<file path="src/plk_pkg.sv">
// Shared constants, types and command/status bundles for the piecewise linear lookup.
package plk_pkg;

	localparam int MAX_POINTS = 64;
	localparam int IDX_W      = $clog2(MAX_POINTS);
	localparam int CNT_W      = 7;
	localparam int X_W        = 16;
	localparam int Y_W        = 16;
	localparam int PIDX_W     = 6;
	localparam int DVD_W      = 32;
	localparam int DVD_CNT_W  = $clog2(DVD_W);
	localparam int TDATA_W    = 40;

	localparam logic CFG_POINT_COUNT = 1'b0;
	localparam logic CFG_TABLE_VALID = 1'b1;

	localparam logic MODE_WRITE = 1'b1;

	typedef enum logic [3:0] {
		ST_IDLE,
		ST_RD_LAST,
		ST_CHK_LAST,
		ST_CHK_FIRST,
		ST_SCAN,
		ST_SEG,
		ST_DIV_START,
		ST_DIV,
		ST_DONE
	} state_t;

	typedef enum logic [1:0] {
		ADDR_LAST,
		ADDR_ZERO,
		ADDR_NEXT
	} addr_sel_t;

	typedef enum logic [2:0] {
		RES_ZERO,
		RES_RD_Y,
		RES_Y0,
		RES_Y1,
		RES_DIV
	} res_sel_t;

	typedef struct packed {
		logic      wr_mem;
		logic      load_x;
		logic      rd_en;
		addr_sel_t addr_sel;
		logic      prev_load;
		logic      seg_load;
		logic      mul_load;
		logic      div_start;
		logic      res_load;
		res_sel_t  res_sel;
		logic      out_load;
	} cmd_t;

	typedef struct packed {
		logic table_valid;
		logic x_gt_rd;
		logic x_lt_rd;
		logic in_seg;
		logic at_last;
		logic le_x0;
		logic ge_x1;
		logic div_done;
		logic out_busy;
	} sts_t;

endpackage

</file>
<file path="src/plk_ctrl.sv">
// Sequencer for table writes, segment search, interpolation and result hand-off.
module plk_ctrl (
	input  logic          clk,
	input  logic          arst_n,
	input  logic          s_tvalid,
	input  logic          mode,
	output logic          s_tready,
	input  plk_pkg::sts_t sts,
	output plk_pkg::cmd_t cmd
);
	import plk_pkg::*;

	state_t state_q;
	state_t state_d;

	always_ff @(posedge clk or negedge arst_n) begin
		if (!arst_n) begin
			state_q <= ST_IDLE;
		end else begin
			state_q <= state_d;
		end
	end

	always_comb begin
		state_d       = state_q;
		s_tready      = 1'b0;
		cmd           = '0;
		cmd.addr_sel  = ADDR_LAST;
		cmd.res_sel   = RES_ZERO;
		case (state_q)
			ST_IDLE: begin
				s_tready = 1'b1;
				if (s_tvalid) begin
					if (mode == MODE_WRITE) begin
						cmd.wr_mem = 1'b1;
					end else begin
						cmd.load_x = 1'b1;
						if (sts.table_valid) begin
							state_d = ST_RD_LAST;
						end else begin
							cmd.res_load = 1'b1;
							cmd.res_sel  = RES_ZERO;
							state_d      = ST_DONE;
						end
					end
				end
			end
			ST_RD_LAST: begin
				cmd.rd_en    = 1'b1;
				cmd.addr_sel = ADDR_LAST;
				state_d      = ST_CHK_LAST;
			end
			ST_CHK_LAST: begin
				if (sts.x_gt_rd) begin
					cmd.res_load = 1'b1;
					cmd.res_sel  = RES_RD_Y;
					state_d      = ST_DONE;
				end else begin
					cmd.rd_en    = 1'b1;
					cmd.addr_sel = ADDR_ZERO;
					state_d      = ST_CHK_FIRST;
				end
			end
			ST_CHK_FIRST: begin
				if (sts.x_lt_rd) begin
					cmd.res_load = 1'b1;
					cmd.res_sel  = RES_RD_Y;
					state_d      = ST_DONE;
				end else begin
					cmd.prev_load = 1'b1;
					cmd.rd_en     = 1'b1;
					cmd.addr_sel  = ADDR_NEXT;
					state_d       = ST_SCAN;
				end
			end
			ST_SCAN: begin
				if (sts.in_seg) begin
					cmd.seg_load = 1'b1;
					state_d      = ST_SEG;
				end else if (sts.at_last) begin
					cmd.res_load = 1'b1;
					cmd.res_sel  = RES_ZERO;
					state_d      = ST_DONE;
				end else begin
					cmd.prev_load = 1'b1;
					cmd.rd_en     = 1'b1;
					cmd.addr_sel  = ADDR_NEXT;
				end
			end
			ST_SEG: begin
				if (sts.le_x0) begin
					cmd.res_load = 1'b1;
					cmd.res_sel  = RES_Y0;
					state_d      = ST_DONE;
				end else if (sts.ge_x1) begin
					cmd.res_load = 1'b1;
					cmd.res_sel  = RES_Y1;
					state_d      = ST_DONE;
				end else begin
					cmd.mul_load = 1'b1;
					state_d      = ST_DIV_START;
				end
			end
			ST_DIV_START: begin
				cmd.div_start = 1'b1;
				state_d       = ST_DIV;
			end
			ST_DIV: begin
				if (sts.div_done) begin
					cmd.res_load = 1'b1;
					cmd.res_sel  = RES_DIV;
					state_d      = ST_DONE;
				end
			end
			ST_DONE: begin
				if (!sts.out_busy) begin
					cmd.out_load = 1'b1;
					state_d      = ST_IDLE;
				end
			end
			default: begin
				state_d = ST_IDLE;
			end
		endcase
	end

endmodule

</file>
<file path="config.mk">
export PLATFORM = sky130hd
export DESIGN_NAME = plk_ctrl
export DESIGN_NICKNAME = d
export VERILOG_FILES = /design/src/plk_pkg.sv /design/src/plk_ctrl.sv
export SDC_FILE = /design/constraint.sdc
export NUM_CORES = 1
export LEC_CHECK = 0
export ABC_AREA = 1
export BUFFER_PORTS_ARGS = -buffer_cell sky130_fd_sc_hd__buf_2
export CAP_MARGIN = 30
export CORE_AREA = 2 2 39 41
export CTS_BUF_LIST = sky130_fd_sc_hd__clkbuf_8
export DETAILED_ROUTE_END_ITERATION = 6
export DIE_AREA = 0 0 41 43
export GPL_TIMING_DRIVEN = 0
export PLACE_DENSITY = 0.78
export SLEW_MARGIN = 20
export SYNTH_ARGS = -nofsm -noshare
export SYNTH_HDL_FRONTEND = slang
export SYNTH_SLANG_ARGS = --single-unit
</file>
<file path="constraint.sdc">
create_clock -name clk -period 1.6 [get_ports clk]
set_input_delay 0 -clock clk [delete_from_list [all_inputs] [get_ports clk]]
set_output_delay 0 -clock clk [all_outputs]
set_load 0.02 [all_outputs]
</file>
==> flow_metrics.env, run 1 <==
export IMPL_cp_arrival_ns=1.46
export IMPL_clk_latency_ns=0.22
export IMPL_critPathMaxFanout=8
export IMPL_ys_seq_area_share_pct=21.1
export IMPL_tns_ns=0
export IMPL_start_kind="flip-flop"
export IMPL_synthToLayoutAreaGrowth_pct=45.5
export IMPL_drt_iter0_drc=18
export IMPL_cts_buffers=3
export IMPL_min_period_ns=1.46
export IMPL_vdd_drop_max_mv=0.641
export IMPL_ff2ff_setup_slack_ns=0.38
export IMPL_dieArea_um2=1760
export IMPL_ios=28
export IMPL_globalRoute_totalOverflow=0
export IMPL_fin_ws_ns=0.141
export IMPL_p_per_area_nw_per_um2=1680
export IMPL_cap_violations=0
export IMPL_outcome="complete, no violations"
export IMPL_hold_end="state_q[0]"
export IMPL_rsz0062_at_grt="no"
export IMPL_post_cts_buffers=0
export IMPL_ys_seq_elements=4
export IMPL_synth_avg_cell_area_um2=5.47
export IMPL_syn_area_um2=475
export IMPL_worstSetupEndpointType="output port"
export IMPL_p_leak_nw=0.511
export IMPL_max_slew_margin_pct=85.0
export IMPL_grtUsageTotal_pct=15.4
export IMPL_antenna_found_initial=0
export IMPL_synth_distinct_cells=14
export IMPL_die_h_um=43
export IMPL_path_clk_slew_ns=0.04
export IMPL_drc=0
export IMPL_port_buffers=27
export IMPL_core_area_um2=1380
export IMPL_num_rows=14
export IMPL_grt_max_degree=9
export IMPL_worstReg2RegStart="state_q[2]"
export IMPL_r2r_worst_path_cells=7
export IMPL_firstDrtPassIters=4
export IMPL_routabilityCongestion=0.841
export IMPL_place_ws_ns=0.301
export IMPL_largest_register_ff_count=4
export IMPL_final_cell_mix="28 x buf_2, 24 x nand2_1, 18 x inv_1"
export IMPL_root_buffer="clkbuf_8"
export IMPL_clock_sinks=4
export IMPL_hold_viol=0
export IMPL_utilization_pct=50.0
export IMPL_syn_nets=100
export IMPL_die_w_um=41
export IMPL_synthCells=87
export IMPL_drtAntennaViolNets=0
export IMPL_fmaxAchievable_mhz=685
export IMPL_dp_cells=130
export IMPL_cts_max_path_buffers=2
export IMPL_r2r_end="state_q[0]"
export IMPL_htree_levels=1
export IMPL_antenna_cells=0
export IMPL_finalWirelength_mm=1.29
export IMPL_final_common_cell="buf_2"
export IMPL_avgRoutedWirePerCell_um=9.64
export IMPL_initial_core_util_pct=34.4
export IMPL_final_setup_viol_count=0
export IMPL_drive_gt1_share_pct=32.2
export IMPL_drv_slew=0
export IMPL_vias_per_cell=4.73
export IMPL_cts_tree="yes"
export IMPL_fin_cells=134
export IMPL_worstHoldStart="sts[1]"
export IMPL_grt_pass1_wl_mm=1.82
export IMPL_path_class="flip-flop to output port"
export IMPL_final_period_utilization_pct=91.2
export IMPL_finalNetCount=133
export IMPL_hp_class="primary input to flip-flop"
export IMPL_reg_largest_list="state_q x4"
export IMPL_via_count=634
export IMPL_dpl_hpwl_mm=1.01
export IMPL_skew_ns=0.00653
export IMPL_cp_required_ns=1.60
export IMPL_ys_warn_count=0
export IMPL_worstMarginPinSlew_ns=0.225
export IMPL_hold_depth=4
export IMPL_grt_pass1_vias=480
export IMPL_top_register="state_q"
==> cells in the mapped netlist <==
master,instances,area share [%]
nor2_1,14,11
nand3_1,11,12
o211ai_1,1,1.6
nor2_4,1,2.4
inv_2,2,1.6
inv_1,18,14
nand4_1,4,5.3
dfrtp_1,4,21
nor2_2,2,2.6
nand3_2,2,4.2
nor4_1,1,1.3
buf_2,1,1.1
nand2_1,24,19
nand3b_1,2,3.2
==> timing repair <==
action                     4_1_cts  5_1_grt
resized for setup                0        2
hold buffers                     1        0
hold endpoints to repair         4        0
setup endpoints to repair        0        2
==> worst max path at each step <==
| stage | startpoint | endpoint | slack (ns) | cells after the start |
|---|---|---|---|---|
| after detailed placement | state_q[2] | cmd[11] | 0.30 | 6 |
| after floorplan | state_q[1] | cmd[0] | 0.38 | 4 |
| after CTS | state_q[2] | cmd[11] | 0.06 | 6 |
| after global routing | state_q[2] | cmd[4] | 0.02 | 6 |
| final | state_q[1] | cmd[4] | 0.14 | 7 |
| after global placement | state_q[2] | cmd[11] | 0.32 | 6 |
==> power by group <==
group | switching [W] | leakage, nW | internal, W
clock | 0.0000617 | 0.0216 | 0.000161
sequential | 0.0000564 | 0.0535 | 0.000145
combinational | 0.000503 | 0.436 | 0.000239
total | 0.000621 | 0.511 | 0.000545
==> worst max-delay path, cell delays in order, from the launching register on <==
cell and delay, ns:
dfrtp_1 0.36, buf_2 0.17, nor2_1 0.22, nand3_1 0.13, nand2_1 0.09, nor2_1 0.06, nand2_1 0.06, buf_2 0.16
==> area by class of cell <==
type                    instances  area, um2
plain buffers                   1       5.00
clock buffers                   3       41.3
fillers                       145        692
inverters                      20       75.1
multi-input cells              62        305
flip-flops and latches          4        100
well taps                      16       20.0
repair buffers                 28        145
==> cell families (layout without fill, tap and decap cells) <==
group | after synthesis | in the layout | share of synthesized area, %
buffers and inverters | 21 | 52 | 16.8
AOI/OAI and AO/OA | 1 | 1 | 1.58
DFF | 4 | 4 | 21.1
and+or+nand+nor | 61 | 61 | 60.5
==> metal layers <==
metal | GRT usage [%] | vias up | share of wire [%]
met5 | 0 | - | 0
met4 | 10.7 | 0 | 3.9
met3 | 3.14 | 5 | 5.8
met2 | 24.7 | 24 | 48
met1 | 16.9 | 272 | 42
li1 | - | 333 | -
==> metrics by stage <==
stage	total power [W]	hold WS [ns]	area (um2)
after floorplan	0.000705	-0.296	475
after global placement	0.000885	-0.196	631
after detailed placement	0.000908	-0.195	631
after CTS	0.00114	0.0948	682
after global routing	0.00125	0.112	692
final	0.00117	0.0919	692
(Power assumes the default switching activity.)
==> run 2, diff against run 1 <==
RECOVER_POWER = 50   (was unset)
==> run 2 against run 1 <==
  * Global-route usage is the same
  * Cell area decreased by 0.54%
  * Worst hold slack hardly changed
  * Wire length increased by 0.15%
  * Via count unchanged
==> flow_metrics.env, run 2 (synthesis results as in run 1) <==
export IMPL_hold_depth=4
export IMPL_cts_buffers=3
export IMPL_die_h_um=43
export IMPL_tns_ns=0
export IMPL_final_cell_mix="25 x buf_2, 24 x nand2_1, 18 x inv_1"
export IMPL_grtUsageTotal_pct=15.4
export IMPL_outcome="complete, no violations"
export IMPL_num_rows=14
export IMPL_grt_pass1_vias=480
export IMPL_synthToLayoutAreaGrowth_pct=44.7
export IMPL_vdd_drop_max_mv=0.624
export IMPL_finalNetCount=133
export IMPL_crit_family="simple AND/OR/NAND/NOR gates"
export IMPL_final_period_utilization_pct=91.4
export IMPL_firstDrtPassIters=4
export IMPL_power_total_w=0.00116
export IMPL_min_period_ns=1.46
export IMPL_ios=28
export IMPL_start_kind="flip-flop"
export IMPL_design_area_um2=688
export IMPL_path_clk_slew_ns=0.04
export IMPL_finalWirelength_mm=1.29
export IMPL_place_area_um2=631
export IMPL_cp_cell_sequence="buf_2, nor2_1, nand3_1, nand2_1, nor2_1, nand2_1, buf_2"
export IMPL_drt_iter0_drc=18
export IMPL_antenna_cells=0
export IMPL_dieArea_um2=1760
export IMPL_top_register="state_q"
export IMPL_final_setup_viol_count=0
export IMPL_routabilityCongestion=0.841
export IMPL_cts_tree="yes"
export IMPL_p_leak_nw=0.500
export IMPL_rsz0062_at_grt="no"
export IMPL_hold_viol=0
export IMPL_reg_largest_list="state_q x4"
export IMPL_cp_slowest_stage_delay_ns=0.36
export IMPL_r2r_worst_path_cells=7
export IMPL_avgRoutedWirePerCell_um=9.66
export IMPL_initial_core_util_pct=34.4
export IMPL_path_class="flip-flop to output port"
export IMPL_hp_class="primary input to flip-flop"
export IMPL_grt_max_degree=9
export IMPL_largest_register_ff_count=4
export IMPL_path_depth=7
export IMPL_root_buffer="clkbuf_8"
export IMPL_post_cts_buffers=0
export IMPL_fmaxAchievable_mhz=684
export IMPL_critPathMaxFanout=8
export IMPL_core_area_um2=1380
export IMPL_via_count=634
export IMPL_antenna_found_initial=0
export IMPL_drive_gt1_share_pct=29.7
export IMPL_skew_ns=0.00655
export IMPL_fillCellCount=147
export IMPL_slowest_stage="dfrtp_1"
export IMPL_clock_sinks=4
export IMPL_dpl_hpwl_mm=1.01
export IMPL_cp_required_ns=1.60
export IMPL_drtAntennaViolNets=0
export IMPL_p_per_area_nw_per_um2=1690
export IMPL_die_w_um=41
export IMPL_clk_latency_ns=0.22
export IMPL_cp_arrival_ns=1.46
export IMPL_htree_levels=1
export IMPL_cap_violations=0
export IMPL_utilization_pct=49.7
export IMPL_worstMarginPinSlew_ns=0.246
export IMPL_worstSetupEndpointType="output port"
export IMPL_drv_slew=0
export IMPL_port_buffers=27
export IMPL_path_buf_inv=2
export IMPL_grt_pass1_wl_mm=1.82
export IMPL_vias_per_cell=4.73
export IMPL_cts_max_path_buffers=2
export IMPL_drc=0
export IMPL_final_common_cell="buf_2"
export IMPL_max_slew_margin_pct=83.7
export IMPL_globalRoute_totalOverflow=0
run 2: cell types whose count changed in the layout (fill, tap and decap cells not counted):
cell,previous run,this run
buf_2,28,25
clkbuf_1,0,3
run 2: worst paths after layout:
kind / startpoint / end / slack [ns]
min: sts[1] / state_q[0] / 0.09
min reg2reg: state_q[3] / state_q[0] / 0.73
max in group asynchronous: arst_n / state_q[2] / 1.29
max: state_q[1] / cmd[4] / 0.14
max reg2reg: state_q[2] / state_q[0] / 0.38
min in group asynchronous: arst_n / state_q[0] / 0.13
run 2: layer usage:
metal / part of all wire (%) / vias to the layer above / routed length [um] / GRT usage [%]
li1: - / 333 / - / -
met4: 3.9 / 0 / 51 / 10.7
met1: 43 / 273 / 557 / 16.9
met5: 0 / - / 0 / 0
met3: 5.4 / 5 / 70 / 3.14
met2: 47 / 23 / 614 / 24.7
run 2: area by class of cell:
cell class / instances / area, um2 / area share, %
buffer: 1 / 5.00 / 0.727
clock buffer: 3 / 41.3 / 6.00
tap: 16 / 20.0 / 2.91
inverter: 20 / 75.1 / 10.9
timing repair buffer: 28 / 141 / 20.5
multi-input combinational: 62 / 305 / 44.4
sequential: 4 / 100 / 14.5
run 2: power breakdown:
part | switching [W] | leakage [nW] | internal [W]
clock network | 0.0000618 | 0.0216 | 0.000161
logic | 0.000504 | 0.425 | 0.000237
registers | 0.0000565 | 0.0535 | 0.000145
run 2: worst reg2reg max path: cells and delay by family (launching register included):
kind	cells	cell delay (ns)
flops	1	0.45
buf+inv	1	0.07
simple gates	6	0.59
run 2: repair_timing:
| action | 4_1_cts | 5_1_grt |
|---|---|---|
| endpoints found under the setup margin | 0 | 2 |
| hold buffers | 1 | 0 |
| resized for setup | 0 | 2 |
| endpoints found under the hold margin | 4 | 0 |
run 2: through the flow:
stage | hold slack, ns | setup slack, ns | std cells
after floorplan | -0.296 | 0.380 | 87
after global placement | -0.196 | 0.316 | 130
after detailed placement | -0.195 | 0.301 | 130
after CTS | 0.0948 | 0.0649 | 134
after global routing | 0.112 | 0.0216 | 134
final | 0.0918 | 0.138 | 134
==> run 3, diff against run 2 <==
CAP_MARGIN = unset   (was 30)
PLACE_DENSITY = 0.8   (was 0.78)
clock period = 1.2 ns   (was 1.6 ns; I/O delays follow)
==> run 3 against run 2 <==
  * The flow now finishes with violations (setup timing)
  * First-iteration DRC count increased by 17%
  * Final cell count up 16%
  * Global-route usage rose by 8.8 points
  * Critical path depth shrank 1
  * Clock skew about the same
  * Setup slack worse by 0.48 ns
  * Highest routed layer unchanged
==> flow_metrics.env, run 3 (synthesis results as in run 1) <==
export IMPL_worstMarginPinSlew_ns=0.263
export IMPL_num_rows=14
export IMPL_finalNetCount=154
export IMPL_drt_iter0_drc=21
export IMPL_die_w_um=41
export IMPL_fmaxAchievable_mhz=647
export IMPL_grt_pass1_vias=671
export IMPL_firstDrtPassIters=4
export IMPL_routedLengthMet1_um=927
export IMPL_root_buffer="clkbuf_8"
export IMPL_grt_pass1_wl_mm=2.80
export IMPL_die_h_um=43
export IMPL_initial_core_util_pct=34.4
export IMPL_dp_cells=130
export IMPL_total_switching_power_w=0.00132
export IMPL_final_common_cell="buf_4"
export IMPL_cts_tree="yes"
export IMPL_port_buffers=27
export IMPL_cp_cell_sequence="nor2_4, nand4_1, nand2_1, inv_2, nand3_2, buf_6"
export IMPL_core_area_um2=1380
export IMPL_routabilityCongestion=0.874
export IMPL_clk_latency_ns=0.24
export IMPL_outcome="finished, violations left"
export IMPL_cts_max_path_buffers=2
export IMPL_worstSetupEndpointType="output port"
export IMPL_reg_largest_list="state_q x4"
export IMPL_hp_class="primary input to async pin"
export IMPL_violations="setup timing"
export IMPL_htree_levels=1
export IMPL_finalWirelength_mm=2.45
export IMPL_met3_length_um=150
export IMPL_ios=28
export IMPL_p_per_area_nw_per_um2=2390
export IMPL_clock_sinks=4
export IMPL_drtAntennaViolNets=0
export IMPL_final_period_utilization_pct=129
export IMPL_cap_violations=0
export IMPL_cp_arrival_ns=1.55
export IMPL_fin_cells=155
export IMPL_slowest_stage="dfrtp_2"
export IMPL_synthToLayoutAreaGrowth_pct=129
export IMPL_multi_input_area_um2=430
export IMPL_pwr_share_comb_pct=74.2
export IMPL_via_count=827
export IMPL_highest_layer="met4"
export IMPL_antenna_found_initial=0
export IMPL_p_seq_share_pct=13.3
export IMPL_dieArea_um2=1760
export IMPL_cp_slowest_stage_delay_ns=0.43
export IMPL_grtUsageTotal_pct=24.2
export IMPL_avgRoutedWirePerCell_um=15.8
export IMPL_rsz0062_at_grt="yes"
export IMPL_globalRoute_totalOverflow=0
export IMPL_wl_met2_mm=1.21
export IMPL_grt_max_degree=9
export IMPL_fin_ws_ns=-0.345
export IMPL_start_kind="flip-flop"
export IMPL_drive_gt1_share_pct=67.6
export IMPL_regArea_um2=105
export IMPL_vias_per_cell=5.34
export IMPL_cts_buffers=3
export IMPL_min_period_ns=1.55
export IMPL_dpl_hpwl_um=986
export IMPL_top_register="state_q"
export IMPL_final_setup_viol_count=19
export IMPL_largest_register_ff_count=4
export IMPL_p_leak_nw=0.621
export IMPL_max_slew_margin_pct=82.4
export IMPL_drv_slew=0
export IMPL_critPathMaxFanout=8
export IMPL_skew_ns=0.00629
export IMPL_utilization_pct=78.6
export IMPL_cp_required_ns=1.20
export IMPL_vdd_drop_max_mv=1.53
export IMPL_drc=0
export IMPL_antenna_cells=0
export IMPL_fillCellCount=91
export IMPL_p_int_w=0.00127
export IMPL_p_sw_share_pct=51.0
export IMPL_final_cell_mix="20 x buf_4, 17 x buf_6, 14 x nand2_1"
export IMPL_path_clk_slew_ns=0.04
export IMPL_hold_viol=0
export IMPL_path_class="flip-flop to output port"
export IMPL_clockPowerShare_pct=12.5
[run 3: per-stage QoR]
stage          setup TNS (ns)  worst slack, ns  instance area (um2)  power, W  hold WS [ns]
6_report                -3.10           -0.345                 1090   0.00260         0.132
4_1_cts                 -1.16           -0.193                  873   0.00191        0.0976
2_1_floorplan               0            0.101                  482  0.000951        -0.296
3_3_place_gp           -0.267          -0.0918                  637   0.00119        -0.194
3_5_place_dp           -0.350           -0.102                  637   0.00121        -0.193
5_1_grt                 -3.71           -0.362                 1090   0.00270         0.150
[run 3: cell type report]
| type | instances | area share (%) |
|---|---|---|
| timing repair buffer | 50 | 37.7 |
| tap | 16 | 1.84 |
| clock buffer | 3 | 3.80 |
| inverter | 20 | 7.36 |
| sequential | 4 | 9.67 |
| multi-input combinational | 62 | 39.6 |
[run 3: path summary, 6_finish.rpt]
path                            startpoint    endpoint  slack (ns)  cells after the start
worst max register to register  state_q[2]  state_q[0]       -0.22                      9
max in group asynchronous           arst_n  state_q[1]        0.85                      2
worst max-delay path            state_q[2]     cmd[11]       -0.35                      6
min in group clk                    sts[0]  state_q[3]        0.13                      3
worst min register to register  state_q[0]  state_q[3]        0.75                      3
worst min-delay path                arst_n  state_q[0]        0.13                      2
[run 3: per-layer routing]
layer / vias to the layer above / track usage, %
met5: - / 0
met4: 0 / 12.7
met3: 14 / 5.76
met2: 41 / 38.8
met1: 396 / 28.0
li1: 376 / -
[run 3: critical path: cells and delay by family, from the launching register on]
family | cells | cell delay (ns)
buffers and inverters | 2 | 0.18
DFF | 1 | 0.43
and+or+nand+nor | 4 | 0.70
[run 3: power groups by stage]
stage                     clock network (W)  logic (W)  registers [W]
after detailed placement                  0   0.000959       0.000250
after CTS                          0.000308    0.00130       0.000305
after global routing               0.000330    0.00202       0.000346
after global placement                    0   0.000941       0.000248
after floorplan                           0   0.000709       0.000242
final                              0.000325    0.00193       0.000345
[run 3: what timing repair did]
item / in CTS / in global routing
pin swaps: 11 / 17
hold buffers: 1 / 0
hold endpoints to repair: 4 / 0
resized for setup: 36 / 43
gates cloned: 0 / 0
setup endpoints to repair: 17 / 19
buffers inserted: 12 / 11
